<file path="config.mk">
export PLATFORM = sky130hd
export DESIGN_NAME = sgmnr_outq
export DESIGN_NICKNAME = d
export VERILOG_FILES = /design/src/hw/rtl/sgmnr_pkg.sv /design/src/hw/rtl/sgmnr_outq.sv
export SDC_FILE = /design/constraint.sdc
export NUM_CORES = 1
export LEC_CHECK = 0
export BUFFER_PORTS_ARGS = -buffer_cell sky130_fd_sc_hd__buf_2
export CAP_MARGIN = 5
export CORE_UTILIZATION = 25
export CTS_CLUSTER_SIZE = 16
export DETAILED_ROUTE_END_ITERATION = 12
export GPL_ROUTABILITY_DRIVEN = 0
export GPL_TIMING_DRIVEN = 0
export PLACE_DENSITY = 0.49
export SYNTH_ARGS = -nofsm -noshare
export SYNTH_HDL_FRONTEND = slang
export SYNTH_SLANG_ARGS = --single-unit
</file>
<file path="constraint.sdc">
create_clock -name clk -period 1.6 [get_ports clk]
set_input_delay 0 -clock clk [delete_from_list [all_inputs] [get_ports clk]]
set_output_delay 0 -clock clk [all_outputs]
set_load 0.01 [all_outputs]
</file>
<file path="src/hw/rtl/sgmnr_pkg.sv">
package sgmnr_pkg;

  localparam int ENTRIES = 64;
  localparam int IDX_W   = $clog2(ENTRIES);
  localparam int COORD_W = 32;
  localparam int VALUE_W = 32;
  localparam int DIST_W  = 16;
  localparam int POS_W   = DIST_W + 3;
  localparam int KEY_W   = DIST_W + POS_W;
  localparam int OPC_W   = 2;

  localparam logic [OPC_W-1:0] OPC_READ    = 2'd0;
  localparam logic [OPC_W-1:0] OPC_WRITE   = 2'd1;
  localparam logic [OPC_W-1:0] OPC_NEAREST = 2'd2;

  typedef enum logic [2:0] {
    CMD_READ,
    CMD_SET,
    CMD_ERASE,
    CMD_NEAREST,
    CMD_NOP
  } cmd_kind_t;

  typedef struct packed {
    cmd_kind_t            kind;
    logic [COORD_W-1:0]   x;
    logic [COORD_W-1:0]   z;
    logic [VALUE_W-1:0]   value;
    logic [DIST_W-1:0]    maxd;
  } cmd_t;

  typedef struct packed {
    logic [VALUE_W-1:0] read_value;
    logic               table_full;
  } res_t;

endpackage

</file>
<file path="src/hw/rtl/sgmnr_outq.sv">
module sgmnr_outq import sgmnr_pkg::*; (
  input  logic clk,
  input  logic rst_n,
  input  logic res_valid,
  input  res_t res,
  output logic res_ready,
  output logic empty,
  input  logic pop,
  output res_t head
);

  res_t       q_r [2];
  logic       wr_ptr_r;
  logic       rd_ptr_r;
  logic [1:0] cnt_r;
  logic       wr_en;
  logic       rd_en;

  assign res_ready = (cnt_r != 2'd2);
  assign empty     = (cnt_r == 2'd0);
  assign head      = q_r[rd_ptr_r];
  assign wr_en     = res_valid && res_ready;
  assign rd_en     = pop && !empty;

  always_ff @(posedge clk) begin
    if (wr_en) begin
      q_r[wr_ptr_r] <= res;
    end
  end

  always_ff @(posedge clk) begin
    if (!rst_n) begin
      wr_ptr_r <= 1'b0;
      rd_ptr_r <= 1'b0;
      cnt_r    <= 2'd0;
    end else begin
      if (wr_en) begin
        wr_ptr_r <= !wr_ptr_r;
      end
      if (rd_en) begin
        rd_ptr_r <= !rd_ptr_r;
      end
      case ({wr_en, rd_en})
        2'b10:   cnt_r <= cnt_r + 2'd1;
        2'b01:   cnt_r <= cnt_r - 2'd1;
        default: cnt_r <= cnt_r;
      endcase
    end
  end

endmodule

</file>
==> flow_metrics.tcl <==
set metrics [dict create \
    place_hpwl_mm 3.02 \
    powerDensity_mw_per_mm2 1420 \
    area_growth_pct 42.6 \
    die_area_sq_mm 0.0108 \
    clock_latency_ns 0.33 \
    dr.pass1.iters 4 \
    via_per_inst 3.98 \
    fillers 972 \
    num_vias 1541 \
    drt-total-wl_mm 4.97 \
    setup_slack_ns 0.0775 \
    syn_nets 165 \
    avgSynthCellArea_sq_um 20.5 \
    setup_violations 0 \
    start_util_pct 26.2 \
    cts.sinks 71 \
    crit_path_end_kind "primary output" \
    clk_path_buf_depth 2 \
    final_max_slew_viol_count 0 \
    post-route-period-util_pct 95.2 \
    cts_made_buffers 9 \
    synth.distinct_cells 20 \
    rsz0062_at_grt "yes" \
    p_leak_nw 1.37 \
    hold_viol_final 0 \
    r2r_slack_ns 0.10 \
    clk_pin_slew_ns 0.08 \
    grt_start_max_net_pins 34 \
    ys_seq_area_share_pct 79.9 \
    track_usage_pct 9.98 \
    fp.dieW_um 104 \
    first_global_vias 1624 \
    ys_warn_count 0 \
    io_buffers 71 \
    drt-wirelength-per-cell_um 12.8 \
    place_ws_ns -0.356 \
    fin_area_sq_mm 0.00372 \
    grt_overflow_total 0 \
    antenna_cells 0 \
    fmax_mhz 657 \
    max_cap_viol_count 0 \
    fin_skew_ns 0.00745 \
    crit_type "flop to primary output" \
    tightest_slew_ns 0.495 \
    synthCells 127 \
    drc 0 \
    worstSetupStartpointType "flop" \
    antenna_found_initial 0 \
    period_needed_ns 1.52 \
    status "completed" \
    slew_headroom_pct 67.0 \
    cts_root_buf "clkbuf_8" \
    syn_area_sq_mm 0.00261 \
    io_pins 72 \
    cts_tree "done" \
    ys_ff_latch 71 \
    htree_levels 3 \
    coreArea_sq_mm 0.00995 \
    grt_pass1_wl_mm 8.24 \
    first_iter_violations 23 \
    ir_drop_mv 0.686 \
    drive_above_1_share_pct 52.8 \
    die_y_um 104 \
    rows 36 \
    num-nets-final 287 \
    arrival_ns 1.52 \
    power_mw 5.27 \
    place_area_sq_mm 0.00314 \
    required_ns 1.60 \
    crit_fanout 10 \
    postRouteAntennaNets 0 \
    hp-class "input port to flop" \
]
[registers in the layout (all words and copies together) (netlist names), named ones only]
register,cells
q_r,66
wr_ptr_r,1
cnt_r,2
rd_ptr_r,1
[power by group]
part | total (mW) | switching (mW) | internal [mW]
registers | 2.43 | 0.0809 | 2.35
logic | 1.57 | 0.782 | 0.789
clock network | 1.27 | 0.695 | 0.575
[repair_timing]
| item | 4_1_cts | 5_1_grt |
|---|---|---|
| gates resized for setup | 5 | 2 |
| hold buffers | 35 | 0 |
| buffers inserted | 4 | 0 |
| endpoints found under the setup margin | 96 | 63 |
| hold endpoints to repair | 71 | 0 |
| gates cloned | 1 | 0 |
[metal layers]
layer / global-route usage (%) / up-vias / part of all wire, %
li1: - / 735 / -
met1: 11.7 / 755 / 43
met2: 16.9 / 44 / 51
met3: 3.26 / 7 / 4.7
met4: 3.98 / 0 / 1.0
met5: 0 / - / 0
[synth_stat cells (all sizes together)]
cell type,count,share of area (%)
nor2b,2,0.48
inv,1,0.14
nand3b,1,0.29
o21a,1,0.29
a21bo,1,0.38
and2,1,0.24
xnor2,3,1.0
o21ai,1,0.19
nor2,1,0.14
nand2b,1,0.24
or3,1,0.24
nand2,1,0.14
mux2,33,14
dfxtp,5,3.8
a21boi,2,0.58
ha,1,0.48
edfxtp,66,76
and3,1,0.24
buf,4,0.77
[final cells by class]
cell class              instances  area (sq um)  share of cell area [%]
flip-flops and latches         71          2080                    56.0
inverters                       1          7.51                   0.202
well taps                     133           166                    4.48
multi-input cells              51           508                    13.7
repair inverters                1          7.51                   0.202
clock buffers                   9           124                    3.33
clock inverters                 7          53.8                    1.45
plain buffers                   4          31.3                   0.841
repair buffers                110           736                    19.8
[final timing paths]
| path | startpoint | to | depth (start not counted) |
|---|---|---|---|
| hold reg to reg | cnt_r[1] | cnt_r[1] | 2 |
| setup / recovery | flop | head[3] | 4 |
| hold / removal | pop | flop | 4 |
| setup reg to reg | cnt_r[0] | q_r[0][0] | 4 |
[kinds of logic after synthesis]
group / count (synthesis) / synth area share [%]
compound gates: 5 / 1.44
xor+xnor: 3 / 1.01
fa+ha+maj: 1 / 0.480
buf+inv: 5 / 0.912
flops: 71 / 79.9
mux: 33 / 14.3
simple gates: 9 / 2.02
[critical path, stage by stage, from the launching register on]
cell	delay [ns]
dfxtp_1	0.31
buf_2	0.17
buf_4	0.22
mux2_2	0.36
buf_2	0.14
[placed cells by master, fill, tap and decap left out, drive strengths merged, types with 2 or more instances in the layout]
cell,instances
dfxtp,5
xnor2,3
dlygate4sd3,35
clkinvlp,5
inv,3
edfxtp,66
clkbuf,9
a21boi,2
mux2,33
buf,79
nor2b,2
[stage by stage]
| step | hold slack (ns) | setup TNS [ns] | util [%] | cells |
|---|---|---|---|---|
| 2_1_floorplan | 0.0989 | 0 | - | 127 |
| 3_3_place_gp | 0.189 | -20.72 | 31.5 | 331 |
| 3_5_place_dp | 0.191 | -18.89 | 31.5 | 331 |
| 4_1_cts | 0.0932 | 0 | 37.3 | 387 |
| 5_1_grt | 0.114 | -0.217 | 37.3 | 387 |
| 6_report | 0.123 | 0 | 37.3 | 387 |
(Power assumes the default switching activity.)
