`config.mk`:
```
export PLATFORM = sky130hd
export DESIGN_NAME = sgmnr_front
export DESIGN_NICKNAME = d
export VERILOG_FILES = /design/src/hw/rtl/sgmnr_pkg.sv /design/src/hw/rtl/sgmnr_front.sv
export SDC_FILE = /design/constraint.sdc
export NUM_CORES = 1
export LEC_CHECK = 0
export ABC_AREA = 1
export BUFFER_PORTS_ARGS = -buffer_cell sky130_fd_sc_hd__buf_2
export CAP_MARGIN = 30
export CORE_MARGIN = 4
export CORE_UTILIZATION = 30
export CTS_CLUSTER_DIAMETER = 100
export DETAILED_ROUTE_END_ITERATION = 12
export GPL_TIMING_DRIVEN = 0
export SETUP_SLACK_MARGIN = 0.05
export SLEW_MARGIN = 20
export SYNTH_ARGS = -nofsm -noshare
export SYNTH_HDL_FRONTEND = slang
export SYNTH_SLANG_ARGS = --single-unit
```
`constraint.sdc`:
```
create_clock -name clk -period 16.9 [get_ports clk]
set_clock_uncertainty 0.1 [all_clocks]
set_input_delay 1.69 -clock clk [delete_from_list [all_inputs] [get_ports clk]]
set_output_delay 1.69 -clock clk [all_outputs]
set_load 0.005 [all_outputs]
```
`src/hw/rtl/sgmnr_pkg.sv`:
```
package sgmnr_pkg;

  localparam int ENTRIES = 64;
  localparam int IDX_W   = $clog2(ENTRIES);
  localparam int COORD_W = 32;
  localparam int VALUE_W = 32;
  localparam int DIST_W  = 16;
  localparam int POS_W   = DIST_W + 3;
  localparam int KEY_W   = DIST_W + POS_W;
  localparam int OPC_W   = 2;

  localparam logic [OPC_W-1:0] OPC_READ    = 2'd0;
  localparam logic [OPC_W-1:0] OPC_WRITE   = 2'd1;
  localparam logic [OPC_W-1:0] OPC_NEAREST = 2'd2;

  typedef enum logic [2:0] {
    CMD_READ,
    CMD_SET,
    CMD_ERASE,
    CMD_NEAREST,
    CMD_NOP
  } cmd_kind_t;

  typedef struct packed {
    cmd_kind_t            kind;
    logic [COORD_W-1:0]   x;
    logic [COORD_W-1:0]   z;
    logic [VALUE_W-1:0]   value;
    logic [DIST_W-1:0]    maxd;
  } cmd_t;

  typedef struct packed {
    logic [VALUE_W-1:0] read_value;
    logic               table_full;
  } res_t;

endpackage

```
`src/hw/rtl/sgmnr_front.sv`:
```
module sgmnr_front import sgmnr_pkg::*; (
  input  logic               clk,
  input  logic               rst_n,
  input  logic               push,
  output logic               full,
  input  logic [OPC_W-1:0]   opcode,
  input  logic [COORD_W-1:0] x_coord,
  input  logic [COORD_W-1:0] z_coord,
  input  logic [VALUE_W-1:0] write_value,
  input  logic [DIST_W-1:0]  max_distance,
  output logic               cmd_valid,
  output cmd_t               cmd,
  input  logic               cmd_take
);

  cmd_t       q_r [2];
  logic       wr_ptr_r;
  logic       rd_ptr_r;
  logic [1:0] cnt_r;
  cmd_t       cls;
  logic       wr_en;
  logic       rd_en;

  // Decode the opcode into the operation the back end carries out.
  always_comb begin
    cls.x     = x_coord;
    cls.z     = z_coord;
    cls.value = write_value;
    cls.maxd  = max_distance;
    case (opcode)
      OPC_READ:    cls.kind = CMD_READ;
      OPC_WRITE:   cls.kind = (write_value == '0) ? CMD_ERASE : CMD_SET;
      OPC_NEAREST: cls.kind = CMD_NEAREST;
      default:     cls.kind = CMD_NOP;
    endcase
  end

  assign full      = (cnt_r == 2'd2);
  assign cmd_valid = (cnt_r != 2'd0);
  assign cmd       = q_r[rd_ptr_r];
  assign wr_en     = push && !full;
  assign rd_en     = cmd_take && cmd_valid;

  always_ff @(posedge clk) begin
    if (wr_en) begin
      q_r[wr_ptr_r] <= cls;
    end
  end

  always_ff @(posedge clk) begin
    if (!rst_n) begin
      wr_ptr_r <= 1'b0;
      rd_ptr_r <= 1'b0;
      cnt_r    <= 2'd0;
    end else begin
      if (wr_en) begin
        wr_ptr_r <= !wr_ptr_r;
      end
      if (rd_en) begin
        rd_ptr_r <= !rd_ptr_r;
      end
      case ({wr_en, rd_en})
        2'b10:   cnt_r <= cnt_r + 2'd1;
        2'b01:   cnt_r <= cnt_r - 2'd1;
        default: cnt_r <= cnt_r;
      endcase
    end
  end

endmodule

```
==> results.md, run 1 <==
* Logic pwr share at 18.5%
* Cell Chain, Critical Path: buf_6 > buf_6 > buf_6 > mux2_4 > buf_2
* # diodes at 0
* Maximum vdd drop at 0.0832 mV
* CP Class: reg -> out
* Status: finished clean
* Post-DP HPWL at 13200 um
* Fmax at approximately 270 MHz
* Synth cell types at 14
* Register area share after synthesis at 79.1%
* Hold_buf cts at 0
* DR WL met3 at 1680 um
* Met2 wire len at around 9000 um
* Setup TNS at 0 ns
* # fillers at 2664
* Endpoint class of the critical path: primary output
* Layout cells sized above 1 at 57.9%
* P_sw at approximately 380 uW
* Tmin final at approximately 3.6 ns
* Vias at 4676
* Die Height at 180 um
* Top cells by count, synth: edfxtp_1 (230), mux2_2 (65), mux2_4 (50)
* Largest net degree at the start of global routing at 23
* Power, Total at 1610 uW
* Worst-Skew Late Latency at 0.52 ns
* Post-CTS setup buffer count at 0
* Overall Global Routing Usage at 10.9%
* Vias in the first global route at ~4900
* Layout area overhead at 32.3%
* Placed cell count at 1054
* Post-CTS resize count at 0
* Nets at 818
* Cells after Synth at 424
* Worst-path fanout max at 10
* Drt wl/cell at between 15 and 20 um
* Rows at 62
* Clk pwr share at between 30% and 40%
* Remaining Overflow, GRT at 0
* Post-synth top area cell: edfxtp_1
* Number of remaining DRC errors at 0
* Mean Syn Cell Area at 20.9 um2
* Starting density of the core at 30.6%
* RSZ-0062 raised after global routing: false
* Worst Path Arrival at 1.85 ns
* Dpl ws at around 14 ns
* Yosys top cell area share at 78.0%
* Register area at 7010 um2
* Final worst slack at 13.26 ns
* Multi-input gate area at around 1700 um2
* Die Area at 32300 um2
* Core Util, Final at 40.5%
* Setup crit start kind: flip-flop
* Register bit total from synthesis at 235
* Slew headroom at 76.2%
* Syn_nets at 543
* # port buffers at 234
* Max-Cap Viols at 0
* Post-synth EDFFs at 230
* Clock buffer count from CTS at 27
* Count leader, synth: edfxtp_1
* Async SR Flop Fraction at 0%
* Global-route wire length before repair at 27800 um
* Top cells by area, synth: edfxtp_1 (78%), mux2_4 (8.5%), mux2_2 (8.3%)
* Hold WC Path Type: reg -> reg
* Slew @ Worst Pin at ~0.36 ns
* Root Buffer: clkbuf_16
* CP max stage delay at 0.32 ns
* Vias per inst at 4.24
* Clock tree buffer depth at 3
* Power Density at 138 nW/um2
* CTS tree: built
* Met1 WL at 7700 um
* Highest routed layer: met5
* Routed Antenna Nets at 0
* GP Congestion at 0.702
* Ys Warns at 0
* Chip Width at roughly 180 um
* Final period util at 21.5%
* Sequential share of power at ~45%
* Core area at ~29000 um2
* CP Data Required Time at about 15 ns
* CP dominant cell by count: buf_6
* Mapped cell area at ~8900 um2
* Post-Route WL at 18700 um
* Slowest CP cell: dfxtp_1
* Final setup violating endpoints at 0
* Final Non-Filler Cells at 1102
* I/O Pins at 235
* Worst-path clk slew at 0.06 ns
* Sw Ratio at around a quarter
* Pre-antenna DRT Iters at 4
* Hold Vio Cnt, Final at 0
* Power Internal at 1240 uW
* # H-tree levels at 1
* Final Max Slew Viols at 0
* Number of DRC markers in iteration 0 at 194
* Antenna violations before repair at 4
* P_leak at 0.00446 uW
* Ys flop type: edfxtp_1
* Clk sink count at 235
## path summary, 6_finish.rpt
kind                         start  cells after the start               endpoint  slack (ns)
max                      flip-flop                      5                cmd[82]       13.26
min reg2reg  rd_ptr_r$_SDFFE_PN0P_                      1  rd_ptr_r$_SDFFE_PN0P_        0.36
min          rd_ptr_r$_SDFFE_PN0P_                      1  rd_ptr_r$_SDFFE_PN0P_        0.36
max reg2reg  cnt_r[1]$_SDFFE_PN0P_                      6   q_r[1][65]$_DFFE_PP_       14.98
## cell usage in the layout, fill, tap and decap left out, drive strengths merged
| master | instances |
|---|---|
| dfxtp | 5 |
| o21a | 1 |
| mux2 | 115 |
| nand2 | 16 |
| buf | 259 |
| edfxtp | 230 |
| bufinv | 5 |
| inv | 5 |
| ha | 1 |
| nor2 | 25 |
| o21ai | 7 |
| clkinvlp | 3 |
| clkbuf | 30 |
| clkinv | 10 |
| a21oi | 6 |
## logic make-up (layout without fill, tap and decap cells)
family          after synthesis  count (layout)  synth area share, %
fa+ha+maj                     1               1                0.141
mux                         115             115                 16.7
compound gates               14              14                0.862
buf+inv                      18             312                 1.44
flops                       235             235                 79.1
simple gates                 41              41                 1.74
## power groups by stage
stage          sequential (uW)  combinational [uW]  clock, uW
6_report                   726                 298        588
2_1_floorplan              747                 163          0
3_5_place_dp               738                 308          0
4_1_cts                    726                 309        610
3_3_place_gp               757                 282          0
5_1_grt                    730                 326        640
## worst max-delay path, delay by kind of cell, from the launching register on
family / cells / cell delay [ns]
buffers and inverters: 4 / 0.67
flip-flops: 1 / 0.32
multiplexers: 1 / 0.32
## registers in the layout, indices dropped and copies added, names as in the netlist, named ones only
name	count
rd_ptr_r	1
q_r	230
cnt_r	2
wr_ptr_r	1
## routing by layer
metal / vias to the layer above / track usage, %
li1: 2207 / -
met1: 2262 / 13.2
met2: 168 / 18.4
met3: 31 / 4.22
met4: 8 / 2.59
met5: - / 0
## through the flow
step	hold WS, ns	instance area [um2]
3_3_place_gp	0.336	10500
2_1_floorplan	0.325	8860
6_report	0.365	11700
3_5_place_dp	0.342	10800
5_1_grt	0.392	11700
4_1_cts	0.361	11700
## final cells by class
type / instances / area share [%]
timing repair buffer: 246 / 12.4
sequential: 235 / 59.8
clock inverter: 18 / 1.87
tap: 384 / 4.10
inverter: 5 / 0.160
multi-input combinational: 171 / 14.9
buffer: 13 / 0.929
clock buffer: 30 / 5.86
(Power assumes the default switching activity.)
==> run 2: changes to the inputs <==
==> constraint.sdc (replaced) <==
create_clock -name clk -period 3 [get_ports clk]
set_clock_uncertainty 0.1 [all_clocks]
set_input_delay 0.3 -clock clk [delete_from_list [all_inputs] [get_ports clk]]
set_output_delay 0.3 -clock clk [all_outputs]
set_load 0.005 [all_outputs]
==> run 2 against run 1 <==
  * Core utilization rose by 3.4 points
  * Flip-flop and latch count did not move
  * Highest routed layer unchanged
  * Die area did not move
==> results.md, run 2 (synthesized netlist as in run 1, its figures left out) <==
* Layout area overhead at 43.3%
* CTS tree: built
* Clock tree buffer depth at 3 (unchanged)
* Register-to-Register Setup Slack at 0.91 ns (-14.07 ns)
* Worst-path clk slew at 0.06 ns (about the same)
* Hold WC Path Type: in -> reg
* Post-DP HPWL at 12600 um (-4.5%)
* Commonest non-fill, non-tap cell in the layout: buf_2
* Die Area at 32300 um2 (unchanged)
* Status: finished clean
* # port buffers at 234 (unchanged)
* Power Density at 694 nW/um2 (+400%)
* Worst Path Arrival at 1.83 ns (-0.02 ns)
* Final period util at 74.2%
* Antenna violations before repair at 1 (-3)
* CP Class: reg -> out
* Largest net degree at the start of global routing at 24 (+4.3%)
* Slew headroom at 64.5% (-12 points)
* Clk sink count at 235 (unchanged)
* # H-tree levels at 1 (unchanged)
* RSZ-0062 raised after global routing: false
* Slowest CP cell: dfxtp_1
* Number of DRC markers in iteration 0 at 223 (+15%)
* Setup crit start kind: flip-flop
* Drt wl/cell at 15.7 um (-7.6%)
* Routed Antenna Nets at 0 (unchanged)
* Nets at 931 (+14%)
* Post-CTS setup buffer count at 0 (unchanged)
* Worst-path fanout max at 10 (unchanged)
* CP max stage delay at 0.32 ns (about the same)
* Post-Route WL at 19100 um (+2.0%)
* Core area at 28900 um2 (unchanged)
* Delay-heaviest family, CP: buffers and inverters
* Final setup violating endpoints at 0 (unchanged)
* Commonest cells after routing, fill and taps aside: buf_2 (240), edfxtp_1 (230), dlygate4sd3_1 (115)
* Vias at 5120 (+9.5%)
* Chip Width at 180 um (unchanged)
* Hold Vio Cnt, Final at 0 (unchanged)
* I/O Pins at 235 (unchanged)
* Maximum vdd drop at 0.420 mV (+410%)
* Overall Global Routing Usage at 11.3% (+0.38 points)
* Core Util, Final at 43.9% (+3.4 points)
* Starting density of the core at 30.6% (unchanged)
* Vias per inst at 4.21 (-0.77%)
* Vias in the first global route at 5433 (+11%)
* Pre-antenna DRT Iters at 5 (+1)
* Worst-Skew Late Latency at 0.53 ns (about the same)
* Rows at 62 (unchanged)
* Fmax at 449 MHz
* Largest reg by FF count: q_r
* Die Height at 180 um (unchanged)
* Slew @ Worst Pin at 0.532 ns (+0.174 ns)
* GP Congestion at 0.675 (-3.9%)
* Remaining Overflow, GRT at 0 (unchanged)
* Root Buffer: clkbuf_16
* # diodes at 0 (unchanged)
* Max-Cap Viols at 0 (unchanged)
* Clock buffer count from CTS at 27 (unchanged)
* Largest regs: q_r (230), cnt_r (2)
* Endpoint class of the critical path: primary output
* P_leak at 0.00487 uW (+9.2%)
* Number of remaining DRC errors at 0 (unchanged)
* Cell Chain, Critical Path: buf_6 > buf_6 > buf_6 > mux2_4 > buf_2
* CP Buf/Inv Count at 4 (unchanged)
* Final Max Slew Viols at 0 (unchanged)
* Layout cells sized above 1 at 49.6% (-8.3 points)
* Setup TNS at 0 ns (unchanged)
* CP dominant cell by count: buf_6
* Global-route wire length before repair at 29800 um (+6.9%)
* CP Data Required Time at 2.60 ns (-12.51 ns)
* Tmin final at 2.23 ns
* Max FFs per register at 230 (unchanged)
## run 2: cell count changes in the layout (fill, tap and decap cells not counted), moves of 2 or more
cell / previous run / this run
bufinv_16: 5 / 1
dlygate4sd3_1: 0 / 115
clkinv_2: 3 / 7
buf_16: 6 / 2
buf_12: 6 / 8
## run 2: what timing repair did
action,4_1_cts,5_1_grt
setup endpoints to repair,0,0
hold endpoints to repair,231,0
hold buffers,115,0
resized for setup,0,0
## run 2: layer usage
layer,up-vias,track usage (%),routed length (um)
met5,-,0,8
met4,2,3.63,502
met3,45,3.42,1360
met2,180,19.2,9410
met1,2462,13.7,7810
li1,2431,-,-
## run 2: power breakdown
part / internal [uW] / total, uW / switching (uW)
Sequential: 4010 / 4090 / 77.3
Clock: 1730 / 2960 / 1230
Combinational: 963 / 1760 / 800
## run 2: tightest hold or removal path, cell delays in order
cell,delay (ns)
buf_2,0.10
nand2_1,0.06
nand2_1,0.09
## run 2: area by class of cell
class / instances / area (um2)
Clock buffer: 31 / 691
Fill cell: 2565 / 16200
Multi-Input combinational cell: 171 / 1740
Timing Repair Buffer: 359 / 2540
Clock inverter: 18 / 115
Buffer: 13 / 109
Tap cell: 384 / 480
Sequential cell: 235 / 7010
Inverter: 5 / 18.8
## run 2: through the flow
step,std cells,power [uW],setup WS [ns],cell area (um2),hold slack (ns)
finish,1216,8810,0.773,12700,0.0385
global placement,1042,5790,-3.02,10500,0.336
CTS,1216,8980,0.695,12700,0.00296
global route,1216,9270,0.649,12700,0.0543
floorplan,424,5100,-1.04,8860,0.299
detailed placement,1052,5850,0.870,10700,0.340
## run 2: final timing paths
path | end | cells past startpoint | start
worst min register to register | rd_ptr_r$_SDFFE_PN0P_ | 1 | rd_ptr_r$_SDFFE_PN0P_
worst max register to register | q_r[0][79]$_DFFE_PP_ | 5 | cnt_r[0]$_SDFFE_PN0P_
worst max-delay path | cmd[77] | 5 | flip-flop
worst min-delay path | q_r[0][113]$_DFFE_PP_ | 3 | opcode[1]
